File: src/hw/rtl/sme_pkg.sv
package sme_pkg;

    localparam int STACK_DEPTH_DEF = 64;
    localparam int VAR_COUNT_DEF   = 64;
    localparam int PROG_DEPTH_DEF  = 4096;

    localparam int CMD_W  = 5;
    localparam int DATA_W = 32;
    localparam int VIDX_W = 6;
    localparam int PC_W   = 12;
    localparam int ERR_W  = 2;

    typedef enum logic [CMD_W-1:0] {
        OP_CONST    = 5'd0,
        OP_STORE    = 5'd1,
        OP_LOAD     = 5'd2,
        OP_ADD      = 5'd3,
        OP_SUB      = 5'd4,
        OP_MUL      = 5'd5,
        OP_DIV      = 5'd6,
        OP_LT       = 5'd7,
        OP_GT       = 5'd8,
        OP_EQ       = 5'd9,
        OP_AND      = 5'd10,
        OP_OR       = 5'd11,
        OP_NOT      = 5'd12,
        OP_JUMP     = 5'd13,
        OP_JUMPZERO = 5'd14,
        OP_PRINT    = 5'd15,
        OP_NOP      = 5'd16,
        OP_STOP     = 5'd17
    } opcode_t;

    typedef enum logic [ERR_W-1:0] {
        ERR_NONE      = 2'd0,
        ERR_UNDERFLOW = 2'd1,
        ERR_OVERFLOW  = 2'd2,
        ERR_DIVZERO   = 2'd3
    } err_t;

    typedef enum logic [2:0] {
        ST_IDLE,
        ST_READ,
        ST_EXEC,
        ST_DIV,
        ST_WRITE
    } state_t;

    // controller to datapath
    typedef struct packed {
        logic capture;    // latch input transaction
        logic read;       // launch stack/variable reads
        logic exec;       // evaluate and register operation result
        logic div_start;  // start divider
        logic commit;     // update state, load output register
    } ctrl_t;

    // datapath to controller
    typedef struct packed {
        logic div_busy;
        logic div_needed;
    } stat_t;

endpackage

File: src/hw/rtl/sme_ctrl.sv
module sme_ctrl (
    input  logic           aclk,
    input  logic           aresetn,
    input  logic           s_valid,
    output logic           s_ready,
    output logic           m_valid,
    input  logic           m_ready,
    input  sme_pkg::stat_t stat,
    output sme_pkg::ctrl_t ctrl
);
    import sme_pkg::*;

    state_t state_reg, state_next;
    logic   m_valid_reg, m_valid_next;
    logic   slot_free;

    // output register can take a new result
    assign slot_free = !m_valid_reg || m_ready;

    // next state
    always_comb begin
        state_next = state_reg;
        case (state_reg)
            ST_IDLE:  if (s_valid) state_next = ST_READ;
            ST_READ:  state_next = ST_EXEC;
            ST_EXEC:  state_next = stat.div_needed ? ST_DIV : ST_WRITE;
            ST_DIV:   state_next = ST_WRITE;
            ST_WRITE: if (!stat.div_busy && slot_free) state_next = ST_IDLE;
            default:  state_next = ST_IDLE;
        endcase
    end

    // outputs
    always_comb begin
        ctrl    = '0;
        s_ready = 1'b0;
        case (state_reg)
            ST_IDLE: begin
                s_ready      = 1'b1;
                ctrl.capture = s_valid;
            end
            ST_READ:  ctrl.read = 1'b1;
            ST_EXEC:  ctrl.exec = 1'b1;
            ST_DIV:   ctrl.div_start = 1'b1;
            ST_WRITE: ctrl.commit = !stat.div_busy && slot_free;
            default: ;
        endcase
    end

    // result valid flag
    always_comb begin
        m_valid_next = m_valid_reg;
        if (ctrl.commit) begin
            m_valid_next = 1'b1;
        end else if (m_ready) begin
            m_valid_next = 1'b0;
        end
    end

    assign m_valid = m_valid_reg;

    always_ff @(posedge aclk) begin
        if (!aresetn) begin
            state_reg   <= ST_IDLE;
            m_valid_reg <= 1'b0;
        end else begin
            state_reg   <= state_next;
            m_valid_reg <= m_valid_next;
        end
    end

    // input accepted only while idle
    assert property (@(posedge aclk) disable iff (!aresetn)
        (s_valid && s_ready) |-> (state_reg == ST_IDLE))
        else $error("input accepted while busy");

    // commit leads to output
    assert property (@(posedge aclk) disable iff (!aresetn)
        ctrl.commit |=> m_valid)
        else $error("commit without output");

    // result holds until taken
    assert property (@(posedge aclk) disable iff (!aresetn)
        (m_valid && !m_ready) |=> m_valid)
        else $error("result dropped while stalled");

    // divide path goes through divider
    assert property (@(posedge aclk) disable iff (!aresetn)
        ctrl.div_start |=> stat.div_busy)
        else $error("divider did not start");

endmodule

File: config.mk
export PLATFORM = sky130hd
export DESIGN_NAME = sme_ctrl
export DESIGN_NICKNAME = d
export VERILOG_FILES = /design/src/hw/rtl/sme_pkg.sv /design/src/hw/rtl/sme_ctrl.sv
export SDC_FILE = /design/constraint.sdc
export NUM_CORES = 1
export LEC_CHECK = 0
export CAP_MARGIN = 0
export CORE_AREA = 2 2 39 41
export CTS_BUF_LIST = sky130_fd_sc_hd__clkbuf_16
export DETAILED_ROUTE_END_ITERATION = 7
export DIE_AREA = 0 0 41 43
export DONT_BUFFER_PORTS = 1
export HOLD_SLACK_MARGIN = 0.06
export PLACE_DENSITY = 0.34
export SKIP_LAST_GASP = 1
export SLEW_MARGIN = 25
export SYNTH_ARGS = -nofsm -noshare
export SYNTH_HDL_FRONTEND = slang
export SYNTH_SLANG_ARGS = --single-unit
File: constraint.sdc
create_clock -name aclk -period 3.98 [get_ports aclk]
set_clock_uncertainty 0.05 [all_clocks]
set_input_delay 0.597 -clock aclk [delete_from_list [all_inputs] [get_ports aclk]]
set_output_delay 0.597 -clock aclk [all_outputs]
set_load 0.1 [all_outputs]
==> impl_metrics.env <==
export IMPL_n_antenna_cell=0
export IMPL_syn_cell_area_um2=238
export IMPL_overflow=0
export IMPL_dr_pass1_iters=2
export IMPL_hold_violations=0
export IMPL_drv_slew=0
export IMPL_clock_sinks=4
export IMPL_max_cap_violations=0
export IMPL_power_switching_share_pct=27.1
export IMPL_pre_cts_ws_ns=1.64
export IMPL_drive_gt1_share_pct=45.2
export IMPL_ctsHoldBuffers=0
export IMPL_io_buffers=0
export IMPL_synthCells=26
export IMPL_critPathMaxStageDelay_ns=0.81
export IMPL_finalSetupTns_ns=0
export IMPL_drcViolationCount=0
export IMPL_setup_worst_path_end_class="primary output"
export IMPL_tightest_slew_ns=1.06
export IMPL_cp_start_kind="flip-flop"
export IMPL_power_frac_seq_pct=18.7
export IMPL_avgViaCountPerCell=4.17
export IMPL_area_growth_pct=69.5
export IMPL_power_frac_comb_pct=20.4
export IMPL_yosysSeqAreaShare_pct=33.7
export IMPL_core_area_um2=1380
export IMPL_grt_pass1_vias=206
export IMPL_register_area_um2=80.1
export IMPL_cts_resized=0
export IMPL_max_freq_ghz=0.391
export IMPL_clkPwrFrac_pct=60.9
export IMPL_postCtsSetupBuffers=0
export IMPL_worstPathCellList="nor3_4, buf_4, and2_1"
export IMPL_arrival_ns=1.91
export IMPL_fillers=146
export IMPL_rsz0062_at_grt="no"
export IMPL_multiInputGateArea_um2=163
export IMPL_grt_util_all_layers_pct=6.73
export IMPL_cts_max_level=1
export IMPL_worstSetupPathType="reg -> out"
export IMPL_grt_antenna_before_repair=0
export IMPL_final_period_utilization_pct=64.2
export IMPL_p_int_mw=0.183
export IMPL_start_util_pct=17.2
export IMPL_worst_r2r_setup_slack_ns=2.65
export IMPL_leakage_nw=0.162
export IMPL_status="completed"
export IMPL_pin_count=13
export IMPL_wl_per_cell_um=10.3
export IMPL_fin_nets=39
export IMPL_avgSynthCellArea_um2=9.14
export IMPL_irDropWorstVdd_mv=0.200
export IMPL_final_min_clock_period_ns=2.56
export IMPL_insertion_delay_ns=0.22
export IMPL_dieArea_um2=1760
export IMPL_synth_warnings=0
export IMPL_hp_class="in -> reg"
export IMPL_syn_num_nets=32
export IMPL_route_final_wire_length_um=486
export IMPL_powerDensity_nw_per_um2=621
export IMPL_synth_area_leaders="dfxtp_1 34%, nand2b_1 7.9%, nor3_1 6.3%"
export IMPL_die_x_um=41
export IMPL_crit_fanout=7
export IMPL_synth_largest_area_cell="dfxtp_1"
export IMPL_cts_buffers=3
export IMPL_cts_root_buf="clkbuf_16"
export IMPL_grt_pass1_wl_um=800
export IMPL_cp_slowest_cell="and2_1"
export IMPL_clk_pin_slew_ns=0.03
export IMPL_fp_row_count=14
export IMPL_synth_cell_type_count=17
export IMPL_place_congestion=0.657
export IMPL_clock_path_buffers=2
export IMPL_cts_tree="yes"
export IMPL_power_switching_mw=0.0677
export IMPL_final_setup_viol_count=0
export IMPL_die_h_um=43
export IMPL_setup_slack_ns=1.42
export IMPL_vias=196
export IMPL_synth_top_cell_area_share_pct=33.7
export IMPL_placed_area_um2=328
export IMPL_ys_seq_elements=4
export IMPL_drt_initial_drc_count=2
export IMPL_relSlewSlack_pct=29.4
export IMPL_largest_register_ffs=3
export IMPL_ant_nets=0
export IMPL_design_area_um2=403
export IMPL_cp_required_ns=3.33
export IMPL_grt_max_degree=9
## power by group through the flow
stage / Clock (mW) / Combinational (mW) / Sequential (mW)
after global placement: 0 / 0.0512 / 0.0472
final: 0.152 / 0.0510 / 0.0468
after detailed placement: 0 / 0.0512 / 0.0474
after floorplan: 0 / 0.0443 / 0.0457
after CTS: 0.155 / 0.0513 / 0.0469
after global routing: 0.160 / 0.0529 / 0.0475
## cell families after synthesis
family / after synthesis / synth area share (%)
compound gates: 4 / 13.2
buf+inv: 2 / 7.90
flops: 4 / 33.7
mux: 1 / 4.21
simple gates: 15 / 41.1
## synth_stat cells (all sizes together)
| cell | n |
|---|---|
| a21boi | 1 |
| a21oi | 1 |
| and2 | 1 |
| and3b | 1 |
| buf | 2 |
| dfxtp | 4 |
| mux2i | 1 |
| nand2b | 3 |
| nand3b | 2 |
| nor2 | 2 |
| nor2b | 1 |
| nor3 | 3 |
| nor3b | 1 |
| o21a | 1 |
| o21bai | 1 |
| or3b | 1 |
## metal layers
layer	GRT usage, %	vias to the layer above	share of wire (%)
li1	-	99	-
met1	8.39	89	43
met2	8.75	8	45
met3	3.66	0	11
met4	4.00	0	0
met5	0	-	0
## layout by cell type (no fill, tap or decap)
cell	Yosys	routed
nand2b_1	3	3
nor3_4	0	1
nor2b_1	1	1
mux2i_1	1	1
nor3b_2	0	1
nor2_2	0	1
o21a_1	1	1
and3b_2	1	1
nand3b_1	2	2
and2_1	1	1
clkbuf_16	0	5
nor2_1	2	1
a21oi_1	1	1
o21bai_1	1	1
dfxtp_1	4	4
buf_4	1	2
nor3_1	3	1
or3b_4	1	1
a21boi_2	1	1
nor3_2	0	1
## critical path: cells and delay by family, from the launching register on
kind / cells / cell delay, ns
buf+inv: 1 / 0.31
flops: 1 / 0.37
simple gates: 2 / 1.00
## final timing paths
path | depth (start not counted) | startpoint | end
worst max-delay path | 3 | state_reg[2] | ctrl[4]
worst min-delay path | 1 | aresetn | m_valid
worst max register to register | 3 | state_reg[2] | state_reg[2]
worst min register to register | 2 | state_reg[1] | state_reg[1]
## layout make-up
cell class | count | share of cell area [%]
Clock buffer | 3 | 18.6
Sequential cell | 4 | 19.9
Timing Repair Buffer | 4 | 16.1
Multi-Input combinational cell | 20 | 40.4
Tap cell | 16 | 4.97
## per-stage QoR
step | cells | power [mW] | hold WS, ns | util, %
floorplan | 26 | 0.0900 | 0.472 | -
global placement | 44 | 0.0985 | 0.562 | 23.7
detailed placement | 44 | 0.0986 | 0.561 | 23.7
CTS | 47 | 0.253 | 0.448 | 29.1
global route | 47 | 0.260 | 0.456 | 29.1
finish | 47 | 0.250 | 0.448 | 29.1
Power figures use the tool's default switching activity.
